$ cat config.mk
export PLATFORM = sky130hd
export DESIGN_NAME = sha256_byte_stream_hasher_unit
export DESIGN_NICKNAME = d
export VERILOG_FILES = /design/src/rtl/core/sha256_pkg.sv /design/src/rtl/core/sha256_byte_stream_hasher_unit.sv /design/src/rtl/core/sha256_round.sv
export SDC_FILE = /design/constraint.sdc
export NUM_CORES = 2
export LEC_CHECK = 0
export BUFFER_PORTS_ARGS = -buffer_cell sky130_fd_sc_hd__clkbuf_2
export CAP_MARGIN = 20
export CORE_ASPECT_RATIO = 0.8
export CORE_MARGIN = 2
export CORE_UTILIZATION = 60
export DETAILED_ROUTE_END_ITERATION = 8
export PLACE_DENSITY = 0.79
export SETUP_SLACK_MARGIN = 0.5
export SLEW_MARGIN = 20
export SYNTH_ARGS = -nofsm -noshare
export SYNTH_HDL_FRONTEND = slang
export SYNTH_SLANG_ARGS = --single-unit
$ cat constraint.sdc
create_clock -name clk -period 46.6 [get_ports clk]
set_clock_uncertainty 0.05 [all_clocks]
set_input_delay 6.99 -clock clk [delete_from_list [all_inputs] [get_ports clk]]
set_output_delay 6.99 -clock clk [all_outputs]
set_load 0.05 [all_outputs]
$ cat src/rtl/core/sha256_pkg.sv
// sha256_pkg: shared types, constants and round functions for the sha-256 hasher
// no dependencies
package sha256_pkg;

  localparam int unsigned WordW = 32;
  localparam int unsigned BlockWords = 16;
  localparam int unsigned Rounds = 64;
  localparam int unsigned DigestWords = 8;
  localparam logic [7:0] PadByte = 8'h80;
  localparam logic [5:0] LenStart = 6'd56;

  typedef logic [WordW-1:0] word_t;

  typedef enum logic [2:0] {
    ST_IDLE,
    ST_PAD,
    ST_ROUND,
    ST_UPDATE,
    ST_OUT
  } state_t;

  typedef struct packed {
    logic start;
    logic busy;
  } cmp_ctl_t;

  localparam word_t InitHash [DigestWords] = '{
    32'h6a09e667, 32'hbb67ae85, 32'h3c6ef372, 32'ha54ff53a,
    32'h510e527f, 32'h9b05688c, 32'h1f83d9ab, 32'h5be0cd19
  };

  localparam word_t RoundK [Rounds] = '{
    32'h428a2f98, 32'h71374491, 32'hb5c0fbcf, 32'he9b5dba5,
    32'h3956c25b, 32'h59f111f1, 32'h923f82a4, 32'hab1c5ed5,
    32'hd807aa98, 32'h12835b01, 32'h243185be, 32'h550c7dc3,
    32'h72be5d74, 32'h80deb1fe, 32'h9bdc06a7, 32'hc19bf174,
    32'he49b69c1, 32'hefbe4786, 32'h0fc19dc6, 32'h240ca1cc,
    32'h2de92c6f, 32'h4a7484aa, 32'h5cb0a9dc, 32'h76f988da,
    32'h983e5152, 32'ha831c66d, 32'hb00327c8, 32'hbf597fc7,
    32'hc6e00bf3, 32'hd5a79147, 32'h06ca6351, 32'h14292967,
    32'h27b70a85, 32'h2e1b2138, 32'h4d2c6dfc, 32'h53380d13,
    32'h650a7354, 32'h766a0abb, 32'h81c2c92e, 32'h92722c85,
    32'ha2bfe8a1, 32'ha81a664b, 32'hc24b8b70, 32'hc76c51a3,
    32'hd192e819, 32'hd6990624, 32'hf40e3585, 32'h106aa070,
    32'h19a4c116, 32'h1e376c08, 32'h2748774c, 32'h34b0bcb5,
    32'h391c0cb3, 32'h4ed8aa4a, 32'h5b9cca4f, 32'h682e6ff3,
    32'h748f82ee, 32'h78a5636f, 32'h84c87814, 32'h8cc70208,
    32'h90befffa, 32'ha4506ceb, 32'hbef9a3f7, 32'hc67178f2
  };

  function automatic word_t rotr(input word_t x, input int unsigned n);
    rotr = (x >> n) | (x << (WordW - n));
  endfunction

  function automatic word_t big_s0(input word_t x);
    big_s0 = rotr(x, 2) ^ rotr(x, 13) ^ rotr(x, 22);
  endfunction

  function automatic word_t big_s1(input word_t x);
    big_s1 = rotr(x, 6) ^ rotr(x, 11) ^ rotr(x, 25);
  endfunction

  function automatic word_t sml_s0(input word_t x);
    sml_s0 = rotr(x, 7) ^ rotr(x, 18) ^ (x >> 3);
  endfunction

  function automatic word_t sml_s1(input word_t x);
    sml_s1 = rotr(x, 17) ^ rotr(x, 19) ^ (x >> 10);
  endfunction

endpackage

$ cat src/rtl/core/sha256_byte_stream_hasher_unit.sv
// sha256_byte_stream_hasher_unit: byte-serial sha-256 with padding and digest output
// depends on sha256_pkg and sha256_round
// a message byte is taken whenever in_valid is high and in_stall is low; the 64th byte of a
// block starts the rounds and then the update step in the shared round unit, during which in_stall is high
// end of message: padding one byte a cycle up to 64, one or two compressions, then 8 words
// synchronous active-low reset returns the hash to its initial value and clears counts
module sha256_byte_stream_hasher_unit (
  input  logic        clk,
  input  logic        rst_n,
  input  logic        in_valid,
  output logic        in_stall,
  input  logic [7:0]  in_msg_byte,
  input  logic        in_has_byte,
  input  logic        in_end_of_message,
  output logic        out_valid,
  input  logic        out_stall,
  output logic [31:0] out_digest_word,
  output logic [2:0]  out_word_index,
  output logic        out_last_word
);
  import sha256_pkg::*;

  state_t state_r, state_nxt;
  word_t hash_r [DigestWords];
  word_t blk_r [BlockWords];
  word_t blk_in [BlockWords];
  word_t vout [DigestWords];
  logic [5:0] cnt_r;
  logic [5:0] rnd_r;
  logic [63:0] bits_r;
  logic [63:0] len_r;
  logic eom_r;
  logic [3:0] pidx_r;
  logic [2:0] oidx_r;
  cmp_ctl_t ctl;
  logic acc;
  logic push;
  logic [7:0] pbyte;
  logic out_take;

  sha256_round u_round (
    .clk(clk), .ctl(ctl), .rnd(rnd_r), .blk(blk_in), .hin(hash_r), .vout(vout)
  );

  assign acc = in_valid && !in_stall;
  assign out_take = out_valid && !out_stall;

  always_comb begin
    state_nxt = state_r;
    case (state_r)
      ST_IDLE: begin
        if (acc && ((in_has_byte && cnt_r == 6'd63) || in_end_of_message)) begin
          state_nxt = (in_has_byte && cnt_r == 6'd63) ? ST_ROUND : ST_PAD;
        end
      end
      ST_PAD: begin
        if (cnt_r == 6'd63) state_nxt = ST_ROUND;
      end
      ST_ROUND: begin
        if (rnd_r == 6'd63) state_nxt = ST_UPDATE;
      end
      ST_UPDATE: begin
        if (!eom_r) state_nxt = ST_IDLE;
        else if (pidx_r == 4'd8) state_nxt = ST_OUT;
        else state_nxt = ST_PAD;
      end
      ST_OUT: begin
        if (out_take && oidx_r == 3'd7) state_nxt = ST_IDLE;
      end
      default: state_nxt = ST_IDLE;
    endcase
  end

  always_comb begin
    in_stall = (state_r != ST_IDLE);
    out_valid = (state_r == ST_OUT);
    ctl.busy = (state_r == ST_ROUND);
    ctl.start = 1'b0;
    push = 1'b0;
    pbyte = in_msg_byte;
    case (state_r)
      ST_IDLE: begin
        push = acc && in_has_byte;
        ctl.start = push && cnt_r == 6'd63;
      end
      ST_PAD: begin
        push = 1'b1;
        if (pidx_r == 4'd0) pbyte = PadByte;
        else if (pidx_r == 4'd2 || cnt_r < LenStart) pbyte = 8'h00;
        else pbyte = len_r[8*(6'd63 - cnt_r) +: 8];
        ctl.start = cnt_r == 6'd63;
      end
      default: ;
    endcase
  end

  // block words built combinationally for the compression start
  always_comb begin
    blk_in = blk_r;
    if (push) blk_in[cnt_r[5:2]] = {blk_r[cnt_r[5:2]][23:0], pbyte};
  end

  always_ff @(posedge clk) begin
    if (push) blk_r <= blk_in;
  end

  always_ff @(posedge clk) begin
    if (!rst_n) begin
      state_r <= ST_IDLE;
      hash_r <= InitHash;
      cnt_r <= '0;
      rnd_r <= '0;
      bits_r <= '0;
      len_r <= '0;
      eom_r <= 1'b0;
      pidx_r <= '0;
      oidx_r <= '0;
    end else begin
      state_r <= state_nxt;
      if (push) cnt_r <= cnt_r + 6'd1;
      if (state_r == ST_IDLE && acc) begin
        if (in_has_byte) bits_r <= bits_r + 64'd8;
        if (in_end_of_message) begin
          eom_r <= 1'b1;
          pidx_r <= '0;
          len_r <= bits_r + (in_has_byte ? 64'd8 : 64'd0);
        end
      end
      // 0: pad byte due, 1: length fits this block, 2: zero-fill, length in next block, 8: padding done
      if (state_r == ST_PAD) begin
        if (cnt_r == 6'd63) pidx_r <= (pidx_r == 4'd1) ? 4'd8 : 4'd1;
        else if (pidx_r == 4'd0) pidx_r <= (cnt_r < LenStart) ? 4'd1 : 4'd2;
      end
      if (ctl.start) rnd_r <= '0;
      else if (ctl.busy) rnd_r <= rnd_r + 6'd1;
      if (state_r == ST_UPDATE) begin
        for (int i = 0; i < DigestWords; i++) hash_r[i] <= hash_r[i] + vout[i];
        oidx_r <= '0;
      end
      if (state_r == ST_OUT && out_take) begin
        oidx_r <= oidx_r + 3'd1;
        if (oidx_r == 3'd7) begin
          hash_r <= InitHash;
          bits_r <= '0;
          eom_r <= 1'b0;
          cnt_r <= '0;
        end
      end
    end
  end

  assign out_digest_word = hash_r[oidx_r];
  assign out_word_index = oidx_r;
  assign out_last_word = (oidx_r == 3'd7);

endmodule

$ cat src/rtl/core/sha256_round.sv
// sha256_round: shared round unit, rolling 16-word schedule and working variables
// depends on sha256_pkg
module sha256_round (
  input  logic                 clk,
  input  sha256_pkg::cmp_ctl_t ctl,
  input  logic [5:0]           rnd,
  input  sha256_pkg::word_t    blk [16],
  input  sha256_pkg::word_t    hin [8],
  output sha256_pkg::word_t    vout [8]
);
  import sha256_pkg::*;

  word_t w_r [BlockWords];
  word_t v_r [DigestWords];
  word_t w_cur;
  word_t w_new;
  word_t t1;
  word_t t2;

  always_comb begin
    w_new = sml_s1(w_r[14]) + w_r[9] + sml_s0(w_r[1]) + w_r[0];
    w_cur = (rnd < 6'd16) ? w_r[0] : w_new;
    t1 = v_r[7] + big_s1(v_r[4]) + ((v_r[4] & v_r[5]) ^ (~v_r[4] & v_r[6]))
         + RoundK[rnd] + w_cur;
    t2 = big_s0(v_r[0]) + ((v_r[0] & v_r[1]) ^ (v_r[0] & v_r[2]) ^ (v_r[1] & v_r[2]));
  end

  // schedule kept as a shift line: w_r[0] is the word for rounds 0 to 15, later rounds use w_new
  always_ff @(posedge clk) begin
    if (ctl.start) begin
      w_r <= blk;
      v_r <= hin;
    end else if (ctl.busy) begin
      for (int i = 0; i < 15; i++) w_r[i] <= w_r[i+1];
      w_r[15] <= w_cur;
      v_r[7] <= v_r[6];
      v_r[6] <= v_r[5];
      v_r[5] <= v_r[4];
      v_r[4] <= v_r[3] + t1;
      v_r[3] <= v_r[2];
      v_r[2] <= v_r[1];
      v_r[1] <= v_r[0];
      v_r[0] <= t1 + t2;
    end
  end

  assign vout = v_r;

endmodule
Yosys cells after proc, flatten, opt, wreduce, memory -nomap -nowiden
Memories as Yosys holds them, arrays and structs flattened.
Cells that the tools add are included.
{"block": "op_classes", "order_cmp": 6, "n_addsub": 24, "n_eq_ne": 14, "reduce_logical": 22, "mux": 54, "shift": 1, "bitwise": 31}
{"cell": "$mux 512", "n": 3}
{"cell": "$mux 256", "n": 5}
{"cell": "$add 32x32->32", "n": 18}
{"cell": "$bwmux 512", "n": 1}
{"cell": "$xor 32x32->32", "n": 9}
{"cell": "$mux 64", "n": 4}
{"cell": "$mux 32", "n": 6}
{"cell": "$and 32x32->32", "n": 5}
{"cell": "$bmux 32 s4", "n": 1}
{"cell": "$demux 32 s4", "n": 1}
{"cell": "$bmux 32 s3", "n": 1}
{"cell": "$add 64x4->64", "n": 1}
{"cell": "$add 64x4->64 const B", "n": 1}
{"cell": "$shiftx 64x33->8", "n": 1}
{"cell": "$mux 24", "n": 2}
{"cell": "$not 32->32", "n": 1}
{"cell": "$or 10x32->32", "n": 1}
{"cell": "$or 13x32->32", "n": 1}
{"cell": "$or 14x32->32", "n": 1}
{"cell": "$or 15x32->32", "n": 1}
{"cell": "$or 19x32->32", "n": 1}
{"cell": "$or 21x32->32", "n": 1}
{"cell": "$or 25x32->32", "n": 1}
{"cell": "$or 26x32->32", "n": 1}
{"cell": "other kinds (44)", "n": 84}
{"block": "totals", "ff_bits": 1687, "word_cells": 209, "input_bits": 14, "rom_bits": 2048, "mem_count": 1}
{"name": "(no name shown)", "words": 64, "word_bits": 32, "read_ports": 1, "rd_ports_with_merged_regs": 0, "write_ports": 0, "line": "sha256_round.sv:24", "text": "+ RoundK[rnd] + w_cur;"}

Logic depth before layout (Yosys ltp)
{"block": "logic_depth", "word_depth": 11, "ltp_mapped": 46}

Hierarchy
A second synthesis with hierarchy kept.
{"block": "hier_totals", "hier_cells": 8887, "hier_area_um2": 102255.6}
{"mod": "sha256_byte_stream_hasher_unit", "cells_each": 5030, "seq_area_each_um2": 23402.4, "n_inst": 1, "area_each_um2": 53889.2}
{"mod": "sha256_round", "cells_each": 3857, "seq_area_each_um2": 23062.1, "n_inst": 1, "area_each_um2": 48366.4}

Worst setup path after synthesis
OpenSTA, ideal clock, no wires.
{"block": "synth_path", "kind": "input-to-reg", "startpoint": "input port in_has_byte", "endpoint": "register u_round.v_r (netlist bit u_round.vout[0]) (enable)", "setup_slack_ns": 8.702, "n_path_buf": 4, "t_arrival_ns": 32.511, "stages": 9, "cell_sequence": "and3_1 buf_2 a21oi_1 clkinv_1 nand3_1 clkbuf_1 clkbuf_1 clkbuf_1 nand2_1"}
{"block": "synth_between", "elab_chain_len": 4}
{"item": "from (decl)", "line": "sha256_byte_stream_hasher_unit.sv:13", "text": "input logic in_has_byte,"}
{"item": "$logic_and 1x1->1", "line": "sha256_byte_stream_hasher_unit.sv:83", "text": "push = acc && in_has_byte;"}
{"item": "$logic_and 1x1->1", "line": "sha256_byte_stream_hasher_unit.sv:84", "text": "ctl.start = push && cnt_r == 6'd63;"}
{"item": "$pmux 1 s2", "line": "sha256_byte_stream_hasher_unit.sv:81", "text": "case (state_r)"}
{"item": "$reduce_bool 2->1 (no line)"}
{"item": "to (signal assigned)", "line": "sha256_round.sv:32", "text": "v_r <= hin;"}
{"item": "to (decl)", "line": "sha256_round.sv:14", "text": "word_t v_r [DigestWords];"}
Every way passes these cells.
A chain may end at the register's enable or synchronous reset.

Worst setup path after layout
{"block": "layout_path", "startpoint": "input port in_valid", "endpoint": "register u_round.w_r[495] (netlist bit) (enable)"}
{"block": "layout_between", "elab_chain_len": 5}
{"item": "from (decl)", "line": "sha256_byte_stream_hasher_unit.sv:10", "text": "input logic in_valid,"}
{"item": "$logic_and 1x1->1", "line": "sha256_byte_stream_hasher_unit.sv:45", "text": "assign acc = in_valid && !in_stall;"}
{"item": "$logic_and 1x1->1", "line": "sha256_byte_stream_hasher_unit.sv:83"}
{"item": "$logic_and 1x1->1", "line": "sha256_byte_stream_hasher_unit.sv:84"}
{"item": "$pmux 1 s2", "line": "sha256_byte_stream_hasher_unit.sv:81"}
{"item": "$reduce_bool 2->1 (no line)"}
{"item": "to (signal assigned)", "line": "sha256_round.sv:31", "text": "w_r <= blk;"}
{"item": "to (decl)", "line": "sha256_round.sv:13", "text": "word_t w_r [BlockWords];"}
Every way passes these cells.

==> run_results.csv <==
group,metric,value,unit
power_and_ir_drop,swShare,22.93,%
finish,final_cell_mix,"nand2_1, edfxtp_1, o21ai_0, mux2_2, a21oi_1",
global_route,grt_overflow_total,0,
logic_synthesis,syn_nets,10344,
logic_synthesis,ys_seq_area_share,45.69,%
placed_design,numPortBuffers,51,
die,rows,134,
finish,design_area,109000,µm²
clock_tree,cts_tree,"done",
logic_synthesis,synth_warnings,0,
detailed_routing,drt_iter0_drc,10413,
critical_path,crit_top_cell,"buf_4",
clock_tree,numCtsBuffers,169,
detailed_routing,drc,0,
logic_synthesis,synth.avg_cell_area,10.41,µm²
timing,drv_slew,0,
clock_tree,cts_resized,0,
timing,fin_setup_tns,0,ns
logic_synthesis,async_flop_share,0,%
placed_design,gp_congestion,0.9972,
die,fp.dieW,463.1,µm
logic_synthesis,ys_ff_latch,1673,
timing,hold_viol_final,0,
detailed_routing,routedWlPerCell,26.50,µm
power_and_ir_drop,p_comb_share,3.0,%
power_and_ir_drop,p_leak,40.97,nW
die,pin_count,52,
timing,slew_headroom,13.75,%
timing,holdWs,0.4184,ns
critical_path,critical_path.cell_chain,"clkbuf_2 -> and3_1 -> a21oi_1 -> inv_8 -> nand3_4 -> nand2_4 -> buf_4 -> buf_4 -> buf_4",
power_and_ir_drop,p_seq_share,52.0,%
run,drv_cap,0,
critical_path,crit_type,"in2reg",
timing,rsz0062_at_grt,"false",
clock_tree,clockBufferDepth,3,
timing,max_freq,83.83,MHz
critical_path,critPathArrivalTime,12.34,ns
critical_path,crit_family,"buffers and inverters",
logic_synthesis,synth_edf_count,1272,
clock_tree,cts_sinks,1673,
logic_synthesis,syn_area,101200,µm²
global_route,grt_max_degree,181,
die,die_y,371.3,µm
global_route,grt_pass1_vias,74424,
timing,setup_viol,0,
logic_synthesis,ys.flop_type,"edfxtp_1",
finish,area_delta_synth_final,7.707,%
critical_path,crit_path_start_kind,"primary input",
global_route,grt.total_usage,36.07,%
power_and_ir_drop,clkPwrFrac,45.0,%
placed_design,post_dp_cell_area,103300,µm²
clock_tree,ctsRootBufferMaster,"clkbuf_16",
worst_hold_path,min_path_type,"reg2reg",
detailed_routing,drt_pass1_iterations,8,
power_and_ir_drop,powerDensity,28.57,nW/µm²
detailed_routing,viasPerCell,6.568,
timing,period_share,25.60,%
outcome,status,"completed",
placed_design,dpl_worst_slack,33.72,ns
finish,drive_gt1_share,12.88,%
critical_path,setup.worst_path.end_class,"flip-flop",
logic_synthesis,postSynthCellCount,9720,
power_and_ir_drop,p_switching,713.9,µW
timing,worst_slew_pin_slew,1.280,ns
critical_path,required,47.01,ns
finish,layout_commonest_cell,"nand2_1",
clock_tree,ctsHtreeMaxLevel,4,
clock_tree,clk_latency,0.85,ns
timing,final.min_clock_period,11.93,ns
clock_tree,cts_hold_buf,0,
global_route,antenna_found_initial,6,
detailed_routing,wirelength,315.5,mm
clock_tree,clkTransAtPathRegs,0.07,ns
critical_path,path_max_fanout,74,
timing,layout_setup_ws,34.67,ns
die,start_util,60.53,%
detailed_routing,ant_nets,0,
critical_path,critPathBufInv,5,
power_and_ir_drop,intPower,2.400,mW
placed_design,dp_hpwl,218.9,mm
die,die_area,172000,µm²
logic_synthesis,ys_types,99,
die,core,167200,µm²
critical_path,cp_slowest_cell,"buf_4",
clock_tree,cts_setup_buffers,0,
global_route,grt_pass1_wl,471.1,mm
power_and_ir_drop,vdd_drop_max,0.03770,mV
detailed_routing,vias,78181,
critical_path,cp_slowest_stage_delay,0.89,ns
finish,nets,10137,
layout make-up:
class	instances	area [µm²]
Clock buffer	222	4559
Sequential cell	1673	46250
Multi-Input combinational cell	7151	51690
Antenna cell	2	5.005
Inverter	338	1276
Clock inverter	94	1064
Tap cell	2244	2808
Timing Repair Buffer	180	1318
Fill cell	12634	58180
state kept, by name (all words and copies together) (netlist names):
register	flops
bits_r	61
blk_r	504
cnt_r	6
eom_r	1
hash_r	256
len_r	61
out_word_index	3
pidx_r	4
rnd_r	6
state_r	3
u_round.vout	256
u_round.w_r	512
per-stage QoR:
stage	total power, mW	instances	util [%]
2_1_floorplan	1.722	9720	-
3_3_place_gp	1.739	11583	61.77
3_5_place_dp	1.742	11583	61.77
4_1_cts	3.115	11899	65.14
5_1_grt	3.181	11902	65.19
6_report	3.114	11904	65.19
final timing paths:
check | from | endpoint | slack [ns] | cells after the start
max | in_valid | u_round.w_r[495] | 34.67 | 9
min | len_r[3] | len_r[3] | 0.42 | 2
max reg2reg | u_round.w_r[42] | u_round.vout[255] | 34.92 | 46
min reg2reg | len_r[3] | len_r[3] | 0.42 | 2
metal layers:
metal	track usage [%]	share of wire (%)	vias to the layer above
li1	-	-	34548
met1	49.70	39	38179
met2	55.20	45	4688
met3	7.596	11	762
met4	16.30	5.0	4
met5	0	0.0086	-
cell families (layout without fill, tap and decap cells):
kind of cell | after synthesis | count (layout) | synth area share (%)
and+or+nand+nor | 2870 | 2870 | 12.00
xor gates and xnor gates | 641 | 641 | 5.562
buffers and inverters | 896 | 834 | 3.409
AOI/OAI and AO/OA | 2192 | 2192 | 13.16
other | 0 | 2 | 0
adders and majority gates | 627 | 627 | 9.173
DFF | 1673 | 1673 | 45.69
muxes | 821 | 821 | 11.01
synth_stat cells (18+ instances only):
master	n	share of area (%)
o31ai_1	29	0.22
nor3_1	110	0.54
dfxtp_1	401	7.9
mux4_2	180	4.0
mux2i_1	105	1.0
clkbuf_1	428	1.6
o21ai_0	846	4.2
nand4_1	43	0.27
ha_1	413	5.1
o21a_1	69	0.51
and2_1	25	0.15
or2_2	20	0.12
nor2_1	499	1.9
o21bai_1	45	0.33
o211ai_1	95	0.70
a211oi_1	109	0.81
a21o_1	180	1.3
buf_1	65	0.24
buf_2	63	0.31
nand2_1	1756	6.5
mux2_2	536	6.0
nand3_1	111	0.55
nor2b_1	43	0.27
fa_1	197	3.9
inv_1	332	1.2
a311oi_1	18	0.16
o21ai_1	35	0.17
edfxtp_1	1272	38
nand2b_1	64	0.40
and3_1	54	0.33
a21oi_1	520	2.6
or3_1	72	0.45
a31oi_1	49	0.30
xnor2_1	400	3.5
xor2_1	240	2.1
power groups by stage:
stage	Clock, mW	Combinational (mW)	Sequential (mW)
2_1_floorplan	0	0.0560	1.67
3_3_place_gp	0	0.0890	1.65
3_5_place_dp	0	0.0914	1.65
4_1_cts	1.40	0.0920	1.62
5_1_grt	1.46	0.0994	1.62
6_report	1.40	0.0936	1.62
worst min-delay path, cell delays in order, from the launching register on:
cell     delay [ns]
dfxtp_1        0.31
nand2_1        0.05
a21oi_1        0.05
(Power assumes the default switching activity.)
